--- src/design/nss_pkg.sv ---
// Package for the nested separator splitter.
// Holds the scan mode codes, the special byte values and the types shared by all modules.
// Depends on nothing.
`default_nettype none

package nss_pkg;

    localparam logic [2:0] MODE_NORMAL = 3'd0;
    localparam logic [2:0] MODE_SQUARE = 3'd1;
    localparam logic [2:0] MODE_ROUND  = 3'd2;
    localparam logic [2:0] MODE_CURLY  = 3'd3;
    localparam logic [2:0] MODE_QUOTE  = 3'd4;

    localparam logic [7:0] CH_SQ_OPEN  = 8'h5B;
    localparam logic [7:0] CH_SQ_CLOSE = 8'h5D;
    localparam logic [7:0] CH_RD_OPEN  = 8'h28;
    localparam logic [7:0] CH_RD_CLOSE = 8'h29;
    localparam logic [7:0] CH_CU_OPEN  = 8'h7B;
    localparam logic [7:0] CH_CU_CLOSE = 8'h7D;
    localparam logic [7:0] CH_DQUOTE   = 8'h22;
    localparam logic [7:0] CH_BSLASH   = 8'h5C;

    localparam logic [7:0] SEPARATOR_RESET = 8'd44;

    typedef struct packed {
        logic [2:0] mode;
        logic       prev_backslash;
        logic       depth_overflow;
    } scan_flags_t;

    typedef struct packed {
        logic [7:0] out_byte;
        logic       split;
        logic       end_of_text;
        logic       unclosed_error;
    } out_result_t;

endpackage

`default_nettype wire

--- src/design/nss_scan_step.sv ---
// Next-state and result logic for one text byte of the splitter.
// Depends on nss_pkg for mode codes, byte values and shared types.
`default_nettype none

module nss_scan_step #(
    parameter int MAX_DEPTH = 255,
    parameter int DEPTH_W   = 8
) (
    input  wire logic [7:0]           text_byte,
    input  wire logic                 is_last,
    input  wire logic [7:0]           separator,
    input  wire nss_pkg::scan_flags_t flags_cur,
    input  wire logic [DEPTH_W-1:0]   depth_cur,
    output nss_pkg::scan_flags_t      flags_next,
    output logic [DEPTH_W-1:0]        depth_next,
    output nss_pkg::out_result_t      result
);

    logic [7:0] opener;
    logic [7:0] closer;
    logic       in_bracket;
    logic       split_hit;

    always_comb
    begin
        opener     = '0;
        closer     = '0;
        in_bracket = 1'b0;
        unique case (flags_cur.mode)
            nss_pkg::MODE_SQUARE:
            begin
                opener     = nss_pkg::CH_SQ_OPEN;
                closer     = nss_pkg::CH_SQ_CLOSE;
                in_bracket = 1'b1;
            end
            nss_pkg::MODE_ROUND:
            begin
                opener     = nss_pkg::CH_RD_OPEN;
                closer     = nss_pkg::CH_RD_CLOSE;
                in_bracket = 1'b1;
            end
            nss_pkg::MODE_CURLY:
            begin
                opener     = nss_pkg::CH_CU_OPEN;
                closer     = nss_pkg::CH_CU_CLOSE;
                in_bracket = 1'b1;
            end
            default:
            begin
                opener     = '0;
                closer     = '0;
                in_bracket = 1'b0;
            end
        endcase
    end

    always_comb
    begin
        flags_next = flags_cur;
        depth_next = depth_cur;
        split_hit  = 1'b0;

        if (in_bracket)
        begin
            if (text_byte == closer)
            begin
                if (depth_cur == '0)
                begin
                    flags_next.mode = nss_pkg::MODE_NORMAL;
                end
                else
                begin
                    depth_next = depth_cur - DEPTH_W'(1);
                end
            end
            else if (text_byte == opener)
            begin
                if (depth_cur >= DEPTH_W'(MAX_DEPTH))
                begin
                    flags_next.depth_overflow = 1'b1;
                end
                else
                begin
                    depth_next = depth_cur + DEPTH_W'(1);
                end
            end
        end
        else if (flags_cur.mode == nss_pkg::MODE_QUOTE)
        begin
            if ((text_byte == nss_pkg::CH_DQUOTE) && !flags_cur.prev_backslash)
            begin
                flags_next.mode = nss_pkg::MODE_NORMAL;
            end
        end
        else
        begin
            if (text_byte == nss_pkg::CH_SQ_OPEN)
            begin
                flags_next.mode = nss_pkg::MODE_SQUARE;
                depth_next      = '0;
            end
            else if (text_byte == nss_pkg::CH_RD_OPEN)
            begin
                flags_next.mode = nss_pkg::MODE_ROUND;
                depth_next      = '0;
            end
            else if (text_byte == nss_pkg::CH_CU_OPEN)
            begin
                flags_next.mode = nss_pkg::MODE_CURLY;
                depth_next      = '0;
            end
            else if (text_byte == nss_pkg::CH_DQUOTE)
            begin
                flags_next.mode = nss_pkg::MODE_QUOTE;
            end
            else if (text_byte == separator)
            begin
                split_hit = 1'b1;
            end
        end

        flags_next.prev_backslash = (text_byte == nss_pkg::CH_BSLASH);

        result.out_byte       = text_byte;
        result.split          = split_hit;
        result.end_of_text    = is_last;
        result.unclosed_error = is_last && (flags_next.depth_overflow ||
                                (flags_next.mode == nss_pkg::MODE_SQUARE) ||
                                (flags_next.mode == nss_pkg::MODE_ROUND) ||
                                (flags_next.mode == nss_pkg::MODE_CURLY));

        // The final byte of a text leaves the scanner ready for the next text.
        if (is_last)
        begin
            flags_next.mode           = nss_pkg::MODE_NORMAL;
            flags_next.prev_backslash = 1'b0;
            flags_next.depth_overflow = 1'b0;
            depth_next                = '0;
        end
    end

endmodule

`default_nettype wire

--- src/design/nss_out_stage.sv ---
// Result register of the splitter with its valid and ready handshake.
// Depends on nss_pkg for the result type.
`default_nettype none

module nss_out_stage (
    input  wire logic                 clk,
    input  wire logic                 rst_n,
    input  wire logic                 load,
    input  wire nss_pkg::out_result_t result_in,
    input  wire logic                 out_ready,
    output logic                      can_load,
    output logic                      out_valid,
    output nss_pkg::out_result_t      result_out
);

    logic                 valid_reg;
    logic                 valid_next;
    nss_pkg::out_result_t data_reg;

    assign can_load   = !valid_reg || out_ready;
    assign valid_next = load || (valid_reg && !out_ready);

    always_ff @(posedge clk or negedge rst_n)
    begin
        if (!rst_n)
        begin
            valid_reg <= 1'b0;
        end
        else
        begin
            valid_reg <= valid_next;
        end
    end

    always_ff @(posedge clk)
    begin
        if (load)
        begin
            data_reg <= result_in;
        end
    end

    assign out_valid  = valid_reg;
    assign result_out = data_reg;

endmodule

`default_nettype wire

--- src/design/nested_separator_splitter_core.sv ---
// Nested separator splitter: marks top-level separator bytes in a byte stream.
// The result of an accepted request is held in the output register from the next cycle.
// Throughput is one request per cycle; the output register alone sets the stall path.
// Reset clears the scan state and the output valid, and sets the separator to a comma.
// Depends on nss_pkg, nss_scan_step and nss_out_stage.
`default_nettype none

module nested_separator_splitter_core #(
    parameter int MAX_DEPTH = 255
) (
    input  wire logic       clk,
    input  wire logic       rst_n,
    input  wire logic       cfg_valid,
    output logic            cfg_ready,
    input  wire logic [7:0] cfg_data,
    input  wire logic       in_valid,
    output logic            in_ready,
    input  wire logic [7:0] text_byte,
    input  wire logic       is_last,
    output logic            out_valid,
    input  wire logic       out_ready,
    output logic [7:0]      out_byte,
    output logic            split,
    output logic            end_of_text,
    output logic            unclosed_error
);

    localparam int DEPTH_W = $clog2(MAX_DEPTH + 1);

    logic [7:0]           separator_reg;
    nss_pkg::scan_flags_t flags_reg;
    nss_pkg::scan_flags_t flags_next;
    logic [DEPTH_W-1:0]   depth_reg;
    logic [DEPTH_W-1:0]   depth_next;
    nss_pkg::out_result_t step_result;
    nss_pkg::out_result_t out_result;
    logic                 accept;

    assign cfg_ready = 1'b1;
    assign accept    = in_valid && in_ready;

    always_ff @(posedge clk or negedge rst_n)
    begin
        if (!rst_n)
        begin
            separator_reg <= nss_pkg::SEPARATOR_RESET;
        end
        else if (cfg_valid)
        begin
            separator_reg <= cfg_data;
        end
    end

    always_ff @(posedge clk or negedge rst_n)
    begin
        if (!rst_n)
        begin
            flags_reg.mode           <= nss_pkg::MODE_NORMAL;
            flags_reg.prev_backslash <= 1'b0;
            flags_reg.depth_overflow <= 1'b0;
            depth_reg                <= '0;
        end
        else if (accept)
        begin
            flags_reg <= flags_next;
            depth_reg <= depth_next;
        end
    end

    nss_scan_step #(
        .MAX_DEPTH (MAX_DEPTH),
        .DEPTH_W   (DEPTH_W)
    ) u_scan_step (
        .text_byte  (text_byte),
        .is_last    (is_last),
        .separator  (separator_reg),
        .flags_cur  (flags_reg),
        .depth_cur  (depth_reg),
        .flags_next (flags_next),
        .depth_next (depth_next),
        .result     (step_result)
    );

    nss_out_stage u_out_stage (
        .clk        (clk),
        .rst_n      (rst_n),
        .load       (accept),
        .result_in  (step_result),
        .out_ready  (out_ready),
        .can_load   (in_ready),
        .out_valid  (out_valid),
        .result_out (out_result)
    );

    assign out_byte       = out_result.out_byte;
    assign split          = out_result.split;
    assign end_of_text    = out_result.end_of_text;
    assign unclosed_error = out_result.unclosed_error;

endmodule

`default_nettype wire

--- config.mk ---
export PLATFORM = sky130hd
export DESIGN_NAME = nested_separator_splitter_core
export DESIGN_NICKNAME = d
export VERILOG_FILES = /design/src/design/nss_pkg.sv /design/src/design/nss_scan_step.sv /design/src/design/nss_out_stage.sv /design/src/design/nested_separator_splitter_core.sv
export SDC_FILE = /design/constraint.sdc
export NUM_CORES = 1
export LEC_CHECK = 0
export ABC_AREA = 1
export BUFFER_PORTS_ARGS = -buffer_cell sky130_fd_sc_hd__clkbuf_2
export CAP_MARGIN = 40
export CORE_ASPECT_RATIO = 1.25
export CORE_MARGIN = 3
export CORE_UTILIZATION = 52
export DETAILED_ROUTE_END_ITERATION = 16
export GPL_TIMING_DRIVEN = 0
export PLACE_DENSITY = 0.86
export SYNTH_ARGS = -nofsm -noshare
export SYNTH_HDL_FRONTEND = slang
export SYNTH_HIERARCHICAL = 1
export SYNTH_SLANG_ARGS = --single-unit
--- constraint.sdc ---
create_clock -name clk -period 1.95 [get_ports clk]
set_clock_uncertainty 0.2 [all_clocks]
set_input_delay 0.0975 -clock clk [delete_from_list [all_inputs] [get_ports clk]]
set_output_delay 0.0975 -clock clk [all_outputs]
set_load 0.02 [all_outputs]
==> Yosys cells after proc, flatten, opt, wreduce, memory -nomap -nowiden <==
Cells that the tools add are included.
{ "totals": {"regBits": 33, "inputBits": 22, "output_inout_bits": 14, "elab_cells": 77} }
{ "classes": {"n_addsub": 2, "n_lt_le_gt_ge": 1, "n_eq_ne": 19, "mux": 28, "reduce_logical": 17} }
{ "op_table": {"columns": ["op", "count"], "rows": [
  ["8-bit 2-to-1 mux", 10],
  ["7-bit case mux with 3 select lines", 2],
  ["3-bit 2-to-1 mux", 9],
  ["8-bit by 7-bit == test with 1-bit output, second input constant", 3],
  ["8-bit by 6-bit == test with 1-bit output, second input constant", 2],
  ["8-bit by 7-bit == test with 1-bit output", 2],
  ["3-bit by 2-bit == test with 1-bit output, second input constant", 4],
  ["4-bit != test, second input constant", 3],
  ["8-bit by 1-bit adder with 8-bit output, second input constant", 1],
  ["8-bit == test", 1],
  ["8-bit >= comparator, second input constant", 1],
  ["8-bit logical NOT", 1],
  ["8-bit by 1-bit subtractor with 8-bit output, second input constant", 1],
  ["3-bit by 1-bit == test with 1-bit output, second input constant", 2],
  ["1-bit 2-to-1 mux", 6],
  ["6-bit AND reduction", 1],
  ["6-bit OR reduction", 1],
  ["1-bit logical OR", 5],
  ["5-bit 2-to-1 mux", 1],
  ["5-bit nonzero test", 1],
  ["1-bit logical AND", 4],
  ["3-bit == test, second input constant", 1],
  ["1-bit logical NOT", 3],
  ["3-bit by 2-bit != test with 1-bit output, second input constant", 1],
  ["3-bit OR reduction", 1]
]} }

==> Logic depth before layout (Yosys ltp) <==
{ "logic_depth": {"word_depth": 12, "depth_mapped": 17, "mapped_depth_nobuf": 16} }

==> Modules after synthesis <==
Netlist, hierarchy kept.
{ "modules_own_cells": {"columns": ["mod", "instances", "cells_per_inst", "area_per_inst_um2", "seq_area_each_um2"], "rows": [
  ["nss_scan_step", 1, 245, 1253.7, 0.0],
  ["nested_separator_splitter_core", 1, 92, 844.6, 529.3],
  ["nss_out_stage", 1, 16, 375.4, 355.3]
]} }

==> Worst setup path after synthesis <==
Ideal clock, no wire load.
{ "synth_timing": {"kind": "flip-flop to flip-flop", "from": "reg depth_reg[1]", "to": "reg depth_reg[7]", "setup_ns": 0.066, "t_arrival_ns": 1.647, "required_time_ns": 1.684, "setup_slack_ns": 0.037, "stages_incl_launch_ff": 14, "path_buffers": 0, "period_less_slack_ns": 1.913, "path_cell_list": "dfrtp_1 > ha_1 > nand2_1 > inv_1 > nand4_4 > nor2_1 > nand2_1 > o21ai_0 > inv_1 > nand3_1 > nand2_1 > a21oi_1 > nand3_1 > nand2_1"} }
{ "synth_via": {"elab_chain_cells": 6, "word_cells_on_any_way": 13, "classes_between": "add/sub: 2; order compare: 1; eq/ne: 2; mux: 6; reduce/logical: 2"} }
{ "synth_lines": {"columns": ["item", "line_no", "text"], "rows": [
  ["from (decl)", "nested_separator_splitter_core.sv:33", "logic [DEPTH_W-1:0] depth_reg;"],
  ["from (signal assigned)", "nested_separator_splitter_core.sv:66", "depth_reg <= depth_next;"],
  ["8-bit by 1-bit adder with 8-bit output", "nss_scan_step.sv:84", "depth_next = depth_cur + DEPTH_W'(1);"],
  ["8-bit 2-to-1 mux", "nss_scan_step.sv:78", "if (depth_cur >= DEPTH_W'(MAX_DEPTH))"],
  ["8-bit 2-to-1 mux", "nss_scan_step.sv:76", "else if (text_byte == opener)"],
  ["8-bit 2-to-1 mux *", "nss_scan_step.sv:65", "if (text_byte == closer)"],
  ["8-bit 2-to-1 mux *", "nss_scan_step.sv:63", "if (in_bracket)"],
  ["8-bit 2-to-1 mux *", "nss_scan_step.sv:133", "if (is_last)"],
  ["via depth_next[7]", "nested_separator_splitter_core.sv:34", "logic [DEPTH_W-1:0] depth_next;"]
]} }
The timed path passes the listed nets; every way through them passes the cells marked *. The select of a mux whose other input is x is not followed.
A chain may end at the register's enable or synchronous reset.

==> Final worst setup path <==
{ "layout_timing": {"from": "reg flags_reg[4] in the netlist's numbering", "to": "reg depth_reg[0]"} }
{ "layout_via": {"elab_chain_cells": 6, "word_cells_on_any_way": 19, "classes_between": "eq/ne: 10; mux: 6; reduce/logical: 3"} }
{ "layout_lines": {"columns": ["item", "line_no", "text"], "rows": [
  ["from (decl)", "nested_separator_splitter_core.sv:31", "nss_pkg::scan_flags_t flags_reg;"],
  ["from (signal assigned)", "nested_separator_splitter_core.sv:65", "flags_reg <= flags_next;"],
  ["3-bit by 2-bit == test with 1-bit output or 3-bit by 1-bit == test with 1-bit output (tied branches)", "nss_scan_step.sv:29", "unique case (flags_cur.mode)"],
  ["7-bit case mux with 3 select lines", "nss_scan_step.sv:29", null],
  ["8-bit by 7-bit == test with 1-bit output", "nss_scan_step.sv:65", null],
  ["8-bit 2-to-1 mux", "nss_scan_step.sv:65", null],
  ["8-bit 2-to-1 mux *", "nss_scan_step.sv:63", null],
  ["8-bit 2-to-1 mux *", "nss_scan_step.sv:133", null],
  ["via depth_next[0]", "nested_separator_splitter_core.sv:34", null]
]} }
The timed path passes the listed nets; every way through them passes the cells marked *.

==> flow_summary.ini <==
[synth]
yosys_register_bits = 33
synth-xor-area-share_pct = 4.957
synth_area_mm2 = 0.002474
syn_inst = 353
synth-compound-area-share_pct = 11.03
synth_top_family_by_area = simple AND/OR/NAND/NOR gates
mappedNetlistNets = 378
synth.most_common_cell = nand2_1
synth_simple_gate_area_share_pct = 33.89
synth.area.top_cells = dfrtp_1, nand2_1, edfxtp_1
synth_top_area_share_pct = 19.22
synth_top_area_cell = dfrtp_1
synthAdderAreaFrac_pct = 1.517
synth_ff_type = dfrtp_1
synth.avg_cell_area_um2 = 7.007
ys_types = 32
yosys_warnings = 6
ys_seq_area_share_pct = 35.76
yosys-top-cells-count = nand2_1, inv_1, nand3_1
muxShareOfSynthArea_pct = 0
async_reset_ff_share_pct = 66.67
synth_edf_count = 11

[timing]
fin_crit_sh_pct = 116.6
rsz0062_at_grt = true
tns_ns = -2.071
drv_slew = 0
hold_viol_final = 0
setup_ws_ns = -0.3239
period_minus_slack_ns = 2.274
relSlewSlack_pct = 61.42
tightest_slew_ns = 0.5787
fmax_mhz = 439.8
setup_viol = 12

[hold_path]
worstHoldPathType = in -> reg

[route]
dr.pass1.iters = 5
via_count = 2851
drcViolationCount = 0
drt_iter0_drc = 381
wl_per_cell_um = 16.19
top_layer_used = met4
drtAntennaViolNets = 0
wl_met3_um = 548
wl_met1_um = 2773
drt-total-wl_um = 7999
routed-wl-met2_um = 4067
via_per_inst = 5.771

[clocking]
cts_tree = built
h-tree-depth = 2
insertion_delay_ns = 0.30
numCtsBuffers = 5
clockRootBuffer = clkbuf_8
cts_sinks = 33
cts.path.max_buffers = 2
cts.clk_slew.worst_paths_ns = 0.08

[power]
p_leak_nw = 1.705
peakVddDrop_mv = 0.6862
power_mw = 3.773
p_per_area_mw_per_mm2 = 1135

[floorplanning]
die_width_um = 67.69
die-area_mm2 = 0.005626
die_y_um = 83.11
rows = 27
num_io_pins = 36
coreArea_mm2 = 0.004493
initial_core_util_pct = 55.05

[grt]
grt_max_degree = 23
grt_usage_pct = 30.67
grt_pass1_vias = 2868
grt_pass1_wl_um = 13130
overflow = 0
antenna_found_initial = 0

[run_status]
failed_checks = setup timing
outcome = finished, violations left

[critical_path]
required_ns = 1.92
arrival_ns = 2.25
critPathLaunchType = flip-flop
crit_fanout = 8
path_class = reg -> reg
worst_setup_path_end_kind = flip-flop

[cells_and_area]
layout.nets = 460
ff_latch_area_um2 = 889.6
largest_reg_flops = 11
syn2layout_area_growth_pct = 34.40
drive_above_1_share_pct = 28.67
post-route-cell-area_mm2 = 0.003324
nFillCells = 322
multi_input_area_mm2 = 0.001381
utilization_pct = 73.99
antenna_cells = 0

[placement]
portBuffers = 34
place.gp.congestion = 0.9158
place_hpwl_um = 4353
place_area_mm2 = 0.002716
dp_worst_setup_slack_ns = -0.3578

[run]
maxCapViolCount = 0
## worst max-delay path, stage by stage (launching register included)
cell and delay (ns):
dfrtp_1 0.37, inv_2 0.06, buf_6 0.14, buf_4 0.14, nand3_1 0.12, nand3_1 0.11, nor2_2 0.16, nand2_4 0.11
buf_4 0.15, o21ai_1 0.17, nand2_1 0.10, nand2_1 0.09, a31oi_1 0.09, nand3_1 0.10, nand2_1 0.05
## per-stage QoR
stage | hold slack (ns) | std cells
2_1_floorplan | -0.3981 | 353
3_5_place_dp | -0.08106 | 445
3_3_place_gp | -0.08993 | 445
6_report | 0.02802 | 494
5_1_grt | 0.03551 | 494
4_1_cts | 0.005413 | 491
## timing repair
item / CTS / global route
cloned: 1 / 0
endpoints found under the setup margin: 12 / 14
hold endpoints to repair: 43 / 0
hold buffers: 29 / 0
buffers inserted: 8 / 3
resized for setup: 20 / 23
pin swaps: 5 / 21
## cells in the final DEF, fill, tap and decap left out, drive strengths merged, types with 7 or more instances in the layout
| master | instances |
|---|---|
| inv | 43 |
| nor3 | 7 |
| a21oi | 11 |
| dfrtp | 19 |
| dlygate4sd3 | 29 |
| nor2 | 28 |
| buf | 30 |
| clkbuf | 41 |
| xor2 | 9 |
| nand2 | 105 |
| nand3 | 40 |
| o21ai | 34 |
| edfxtp | 11 |
## logic make-up after synthesis
group,Yosys count
AO/OA/AOI/OAI,51
XOR/XNOR,14
adder cells (fa/ha/maj),3
buffers and inverters,64
flip-flops,33
other,1
AND/OR/NAND/NOR,187
## layer usage
layer / track usage (%) / vias to the layer above
li1: - / 1298
met1: 32.29 / 1295
met2: 51.28 / 183
met3: 7.713 / 75
met4: 21.03 / 0
met5: 0 / -
## power by group
| part | total [mW] | switching, mW | internal, mW |
|---|---|---|---|
| clock network | 0.632 | 0.253 | 0.379 |
| logic | 2.13 | 1.32 | 0.812 |
| registers | 1.01 | 0.152 | 0.855 |
| total | 3.77 | 1.73 | 2.05 |
## path summary, 6_finish.rpt
kind | depth (start not counted) | slack (ns) | end | from
worst max-delay path | 14 | -0.32 | depth_reg[0]$_DFFE_PN0P_ | flags_reg[4]$_DFFE_PN0P_
worst min-delay path | 2 | 0.03 | u_out_stage/result_out[6]$_DFFE_PP_ | text_byte[3]
worst max register to register | 14 | -0.32 | depth_reg[0]$_DFFE_PN0P_ | flags_reg[4]$_DFFE_PN0P_
worst min register to register | 2 | 0.27 | depth_reg[2]$_DFFE_PN0P_ | depth_reg[2]$_DFFE_PN0P_
max in group asynchronous | 2 | 0.99 | flags_reg[2]$_DFFE_PN0P_ | rst_n
min in group asynchronous | 2 | 0.13 | separator_reg[7]$_DFFE_PN0P_ | rst_n
## cell type report
type | instances | area share, %
clock inverter | 2 | 1.054
tap | 58 | 2.183
timing repair buffer | 75 | 16.79
sequential | 33 | 26.76
buffer | 19 | 4.403
inverter | 45 | 5.081
clock buffer | 6 | 2.183
multi-input combinational | 256 | 41.55
(Power assumes the default switching activity.)
